## config.mk

```make
export PLATFORM = sky130hd
export DESIGN_NAME = keypad_debounce_long_press_repeat
export DESIGN_NICKNAME = d
export VERILOG_FILES = /design/src/sv/kpd_pkg.sv /design/src/sv/keypad_debounce_long_press_repeat.sv
export SDC_FILE = /design/constraint.sdc
export NUM_CORES = 1
export LEC_CHECK = 0
export BUFFER_PORTS_ARGS = -buffer_cell sky130_fd_sc_hd__buf_2
export CAP_MARGIN = 20
export CORE_MARGIN = 2
export CORE_UTILIZATION = 47
export CTS_BUF_LIST = sky130_fd_sc_hd__clkbuf_4
export CTS_CLUSTER_SIZE = 12
export DETAILED_ROUTE_END_ITERATION = 8
export PLACE_DENSITY = 0.66
export SLEW_MARGIN = 10
export SYNTH_ARGS = -nofsm -noshare
export SYNTH_HDL_FRONTEND = slang
export SYNTH_SLANG_ARGS = --single-unit
export TNS_END_PERCENT = 50
```

## constraint.sdc

```tcl
create_clock -name clock -period 12.1 [get_ports clock]
set_input_delay 1.21 -clock clock [delete_from_list [all_inputs] [get_ports clock]]
set_output_delay 1.21 -clock clock [all_outputs]
set_load 0.01 [all_outputs]
```

## src/sv/kpd_pkg.sv

```systemverilog
package kpd_pkg;

   localparam int TICK_BITS      = 32;
   localparam int KEY_BITS       = 5;
   localparam int CSR_INDEX_BITS = 8;
   localparam int CSR_DATA_BITS  = 16;

   localparam logic [KEY_BITS-1:0] NO_KEY = 5'd16;

   localparam logic [CSR_INDEX_BITS-1:0] CSR_LONG_PRESS = 8'd0;
   localparam logic [CSR_INDEX_BITS-1:0] CSR_REPEAT     = 8'd1;

   localparam logic [CSR_DATA_BITS-1:0] LONG_PRESS_RESET = 16'd1000;
   localparam logic [CSR_DATA_BITS-1:0] REPEAT_RESET     = 16'd300;

   typedef enum logic [1:0] {
      PHASE_IDLE    = 2'd0,
      PHASE_TRIG    = 2'd1,
      PHASE_PRESSED = 2'd2,
      PHASE_LONG    = 2'd3
   } phase_type;

   typedef struct packed {
      logic [7:0]           scan_code;
      logic [TICK_BITS-1:0] tick_now;
   } req_item_type;

   typedef struct packed {
      logic       key_valid;
      logic [3:0] key_index;
   } rsp_item_type;

   localparam logic [7:0] KEY_CODES [16] = '{
      8'h77, 8'hb7, 8'hd7, 8'he7, 8'h7b, 8'hbb, 8'hdb, 8'heb,
      8'h7d, 8'hbd, 8'hdd, 8'hed, 8'h7e, 8'hbe, 8'hde, 8'hee
   };

   function automatic logic [KEY_BITS-1:0] decode_scan(input logic [7:0] code);
      logic [KEY_BITS-1:0] key;
      key = NO_KEY;
      for (int i = 15; i >= 0; i--) begin
         if (KEY_CODES[i] == code) begin
            key = KEY_BITS'(i);
         end
      end
      return key;
   endfunction

endpackage

```

## src/sv/keypad_debounce_long_press_repeat.sv

```systemverilog
// Keypad scanner for a 4x4 matrix: each item is one scan (active-low row/column code and
// the tick counter) and gives exactly one result item, with key_valid set when a key is
// reported. A key is confirmed by two equal scans, a short press is reported on release,
// and a hold beyond long_press_ticks then reports the key each time more than
// repeat_ticks have passed; tick differences wrap modulo 2^32. One item is taken every
// cycle while results are taken; an item goes into an input register, and the phase
// machine updates its state as the item moves on from there into the result register.
// A stalled result holds the item behind it in the input register. Register writes
// through the csr port take effect on the next item.
module keypad_debounce_long_press_repeat (
   input  logic                               clock,
   input  logic                               reset,
   input  logic                               req_valid,
   output logic                               req_ready,
   input  kpd_pkg::req_item_type              req_item,
   output logic                               rsp_valid,
   input  logic                               rsp_ready,
   output kpd_pkg::rsp_item_type              rsp_item,
   input  logic                               csr_valid,
   output logic                               csr_ready,
   input  logic [kpd_pkg::CSR_INDEX_BITS-1:0] csr_index,
   input  logic [kpd_pkg::CSR_DATA_BITS-1:0]  csr_wdata
);
   import kpd_pkg::*;

   logic                     in_valid_ff;
   req_item_type             in_item_ff;
   logic                     out_valid_ff;
   rsp_item_type             out_item_ff;
   logic                     advance;

   logic [CSR_DATA_BITS-1:0] long_press_ff;
   logic [CSR_DATA_BITS-1:0] repeat_ff;

   phase_type                phase_ff, phase_in;
   logic [KEY_BITS-1:0]      held_ff, held_in;
   logic [TICK_BITS-1:0]     mark_ff, mark_in;

   logic [KEY_BITS-1:0]      key;
   logic                     key_absent;
   logic [TICK_BITS-1:0]     elapsed;
   logic                     long_due;
   logic                     repeat_due;
   rsp_item_type             result;

   assign advance   = in_valid_ff && (!out_valid_ff || rsp_ready);
   assign req_ready = !in_valid_ff || advance;
   assign rsp_valid = out_valid_ff;
   assign rsp_item  = out_item_ff;
   assign csr_ready = 1'b1;

   assign key        = decode_scan(in_item_ff.scan_code);
   assign key_absent = (key == NO_KEY);
   assign elapsed    = in_item_ff.tick_now - mark_ff;
   assign long_due   = elapsed > TICK_BITS'(long_press_ff);
   assign repeat_due = elapsed > TICK_BITS'(repeat_ff);

   // next phase
   always_comb begin
      phase_in = phase_ff;
      case (phase_ff)
         PHASE_IDLE: begin
            if (!key_absent) phase_in = PHASE_TRIG;
         end
         PHASE_TRIG: begin
            phase_in = (held_ff == key) ? PHASE_PRESSED : PHASE_IDLE;
         end
         PHASE_PRESSED: begin
            if (key_absent) phase_in = PHASE_IDLE;
            else if (long_due) phase_in = PHASE_LONG;
         end
         PHASE_LONG: begin
            if (key_absent) phase_in = PHASE_IDLE;
         end
         default: phase_in = PHASE_IDLE;
      endcase
   end

   // held key, mark and report
   always_comb begin
      held_in          = held_ff;
      mark_in          = mark_ff;
      result.key_valid = 1'b0;
      result.key_index = '0;
      case (phase_ff)
         PHASE_IDLE: begin
            held_in = key;
         end
         PHASE_TRIG: begin
            if (held_ff == key) mark_in = in_item_ff.tick_now;
            else held_in = NO_KEY;
         end
         PHASE_PRESSED: begin
            if (key_absent) begin
               if (!held_ff[KEY_BITS-1]) begin
                  result.key_valid = 1'b1;
                  result.key_index = held_ff[3:0];
               end
            end else if (long_due) begin
               mark_in = in_item_ff.tick_now;
            end
         end
         PHASE_LONG: begin
            if (!key_absent && repeat_due) begin
               mark_in = in_item_ff.tick_now;
               if (!held_ff[KEY_BITS-1]) begin
                  result.key_valid = 1'b1;
                  result.key_index = held_ff[3:0];
               end
            end
         end
         default: begin
            held_in = NO_KEY;
         end
      endcase
   end

   always_ff @(posedge clock) begin
      if (reset) begin
         in_valid_ff   <= 1'b0;
         out_valid_ff  <= 1'b0;
         phase_ff      <= PHASE_IDLE;
         held_ff       <= NO_KEY;
         mark_ff       <= '0;
         long_press_ff <= LONG_PRESS_RESET;
         repeat_ff     <= REPEAT_RESET;
      end else begin
         if (req_ready) in_valid_ff <= req_valid;
         if (advance) begin
            out_valid_ff <= 1'b1;
            phase_ff     <= phase_in;
            held_ff      <= held_in;
            mark_ff      <= mark_in;
         end else if (rsp_ready) begin
            out_valid_ff <= 1'b0;
         end
         if (csr_valid) begin
            if (csr_index == CSR_LONG_PRESS) long_press_ff <= csr_wdata;
            else if (csr_index == CSR_REPEAT) repeat_ff <= csr_wdata;
         end
      end
   end

   always_ff @(posedge clock) begin
      if (req_valid && req_ready) in_item_ff <= req_item;
      if (advance) out_item_ff <= result;
   end

endmodule
```

==> flow_summary.json <==
{
  "final_common_cell": "nand2_1",
  "start_kind": "flip-flop",
  "start_util": 0.480,
  "cp.arrival_ns": 5.10,
  "postRouteAntennaNets": 0,
  "p_per_area_nw_per_um2": 108,
  "syn_to_final_growth_pct": 11.1,
  "synthFlopType": "dfxtp_1",
  "finalWorstPathRequiredPeriod_ns": 4.72,
  "io_pins": 77,
  "coreArea_sq_um": 15800,
  "antenna_found_initial": 1,
  "syn_avg_cell_area_sq_um": 8.88,
  "dr.first_iter.drc_count": 380,
  "reg2reg_depth": 21,
  "cp_data_required_time_ns": 12.48,
  "synth-edff-count": 45,
  "maxSlewViolCount": 0,
  "grt_first_pass_wirelength_um": 27000,
  "cts_root_buf": "clkbuf_4",
  "grtUsageTotal": 0.191,
  "wl_per_cell_um": 14.0,
  "endpoint_kind": "flip-flop",
  "hold_buffers": 0,
  "setup_tns_ns": 0,
  "drive_above_1_share": 0.133,
  "synthArstFlopShare": 0,
  "status": "finished clean",
  "fmax_mhz": 212,
  "cts_tree": "built",
  "slew_headroom": 0.302,
  "clock_sinks": 118,
  "clkTransAtPathRegs_ns": 0.11,
  "layoutNonFillerInstCount": 1146,
  "num_rows": 46,
  "drc": 0,
  "routabilityCongestion": 0.877,
  "grt_max_degree": 77,
  "rsz0062_at_grt": "false",
  "netlist_area_sq_um": 7600,
  "cts-resized-gates": 0,
  "syn_inst": 856,
  "setup_viol": 0,
  "p_leak_uw": 0.00342,
  "final_cell_mix": "nand2_1 (114), inv_1 (76), buf_2 (75), dfxtp_1 (73), ha_1 (67)",
  "grt_overflow": 0,
  "fp.dieW_um": 131,
  "vias": 6096,
  "setup.worst_path.class": "flip-flop to flip-flop",
  "via_per_inst": 5.32,
  "nNetsFinal": 1053,
  "cts_made_buffers": 17,
  "cts_setup_buffers": 0,
  "fin_skew_ns": 0.0177,
  "ys_seq_area_frac": 0.370,
  "clk_latency_ns": 0.52,
  "dr.pass1.iters": 5,
  "nFillCells": 1467,
  "clk_path_buf_depth": 2,
  "port_buffers": 75,
  "drt_wl_total_um": 16100,
  "hold_class": "flip-flop to flip-flop",
  "place_inst": 1112,
  "tightest_slew_ns": 1.04,
  "synthDistinctLibCells": 69,
  "ys_ff_latch": 118,
  "syn-num-nets": 993,
  "die_y_um": 131,
  "period_share": 0.390,
  "cp_max_fo": 32,
  "cap_violations": 0,
  "dieArea_sq_um": 17200,
  "holdPathStages": 2,
  "peakVddDrop_mv": 0.0911,
  "hold_violations": 0,
  "grt_pass1_vias": 5703,
  "cts_max_level": 4,
  "hpwl_um": 11900,
  "yosys_warnings": 0
}
[cells by family after synthesis]
family / after synthesis / synth area share
compound gates: 184 / 0.164
other cells: 1 / 0.000494
flops: 118 / 0.370
fa+ha+maj: 68 / 0.113
xor+xnor: 26 / 0.0300
simple gates: 281 / 0.177
mux: 64 / 0.0845
buf+inv: 114 / 0.0611
[power breakdown]
| part | switching (uW) | total [uW] | internal, uW |
|---|---|---|---|
| Combinational | 85.7 | 145 | 59.4 |
| Clock | 149 | 335 | 186 |
| Sequential | 6.10 | 429 | 423 |
[synthesized netlist by cell type (all sizes together), types with 2 or more instances]
master | number | area (sq um)
nor4b | 2 | 17.5
o41ai | 3 | 26.3
and3 | 5 | 31.3
o21bai | 5 | 37.5
nand2 | 114 | 428
or3 | 4 | 25.0
buf | 12 | 81.3
o21a | 9 | 67.6
a21o | 23 | 173
nor2 | 64 | 240
or2 | 3 | 18.8
inv | 77 | 289
a21oi | 55 | 283
or4 | 2 | 18.8
ha | 67 | 838
a31oi | 5 | 31.3
edfxtp | 45 | 1350
o2111ai | 2 | 17.5
mux2i | 63 | 631
nor4 | 12 | 90.1
nor3b | 2 | 15.0
a211o | 7 | 61.3
clkbuf | 25 | 93.8
o211ai | 17 | 128
a41o | 2 | 20.0
nor2b | 7 | 43.8
xnor2 | 17 | 149
and4b | 3 | 30.0
nand3 | 12 | 60.1
nand4 | 17 | 106
nand2b | 8 | 50.1
xor2 | 9 | 78.8
o21ai | 26 | 134
o211a | 2 | 20.0
a211oi | 12 | 100
dfxtp | 73 | 1460
nand3b | 2 | 15.0
a311oi | 2 | 17.5
a221oi | 2 | 17.5
and2 | 8 | 50.1
and4 | 3 | 26.3
nor3 | 10 | 50.1
[path summary, 6_finish.rpt]
kind            startpoint           to  slack (ns)
min reg2reg    mark_ff[27]  mark_ff[27]        0.46
min            mark_ff[27]  mark_ff[27]        0.46
max          in_item_ff[0]  mark_ff[17]        7.38
max reg2reg  in_item_ff[0]  mark_ff[17]        7.38
[per-layer routing]
metal,vias to the layer above,part of all wire,wire [um],GRT usage
li1,3173,-,-,-
met1,2774,0.50,7980,0.264
met2,136,0.45,7160,0.298
met3,13,0.046,745,0.0490
met4,0,0.011,172,0.0483
met5,-,0,0,0
[critical path: stages, from the launching register on]
cell and delay, ns:
edfxtp_1 0.39, inv_1 0.07, ha_1 0.16, inv_1 0.06
fa_1 0.42, a211oi_2 0.27, o21ai_2 0.11, a31oi_1 0.38
o21bai_1 0.11, a21oi_1 0.19, xnor2_1 0.18, ha_1 0.30
a21o_1 0.16, a211o_1 0.29, o211ai_1 0.10, a21oi_1 0.10
nor4b_1 0.31, a41o_1 0.19, o21bai_1 0.19, a21oi_4 0.08
buf_4 0.32, mux2i_1 0.18
[state kept, by name, indices dropped and copies added (netlist names)]
name,count
held_ff,5
in_item_ff,40
in_valid_ff,1
long_press_ff,16
mark_ff,32
phase_ff,2
repeat_ff,16
rsp_item,5
rsp_valid,1
[final cells by class]
cell class | count | area [sq um] | area share
multi-input cells | 624 | 4330 | 0.513
flip-flops and latches | 118 | 2810 | 0.333
repair buffers | 78 | 405 | 0.0480
inverters | 77 | 289 | 0.0342
well taps | 216 | 270 | 0.0320
clock inverters | 13 | 186 | 0.0221
clock buffers | 19 | 143 | 0.0169
diodes | 1 | 2.50 | 0.000296
[per-stage QoR]
step	cell area [sq um]	utilization	setup slack, ns	hold slack [ns]	total power (uW)
6_report	8440	0.533	7.38	0.463	909
5_1_grt	8440	0.533	7.07	0.479	957
4_1_cts	8420	0.532	7.38	0.466	919
3_5_place_dp	8090	0.511	7.42	0.447	582
3_3_place_gp	8090	0.511	7.56	0.441	581
2_1_floorplan	7600	-	8.14	0.435	542
No activity file was read; power rests on OpenSTA's default activity.
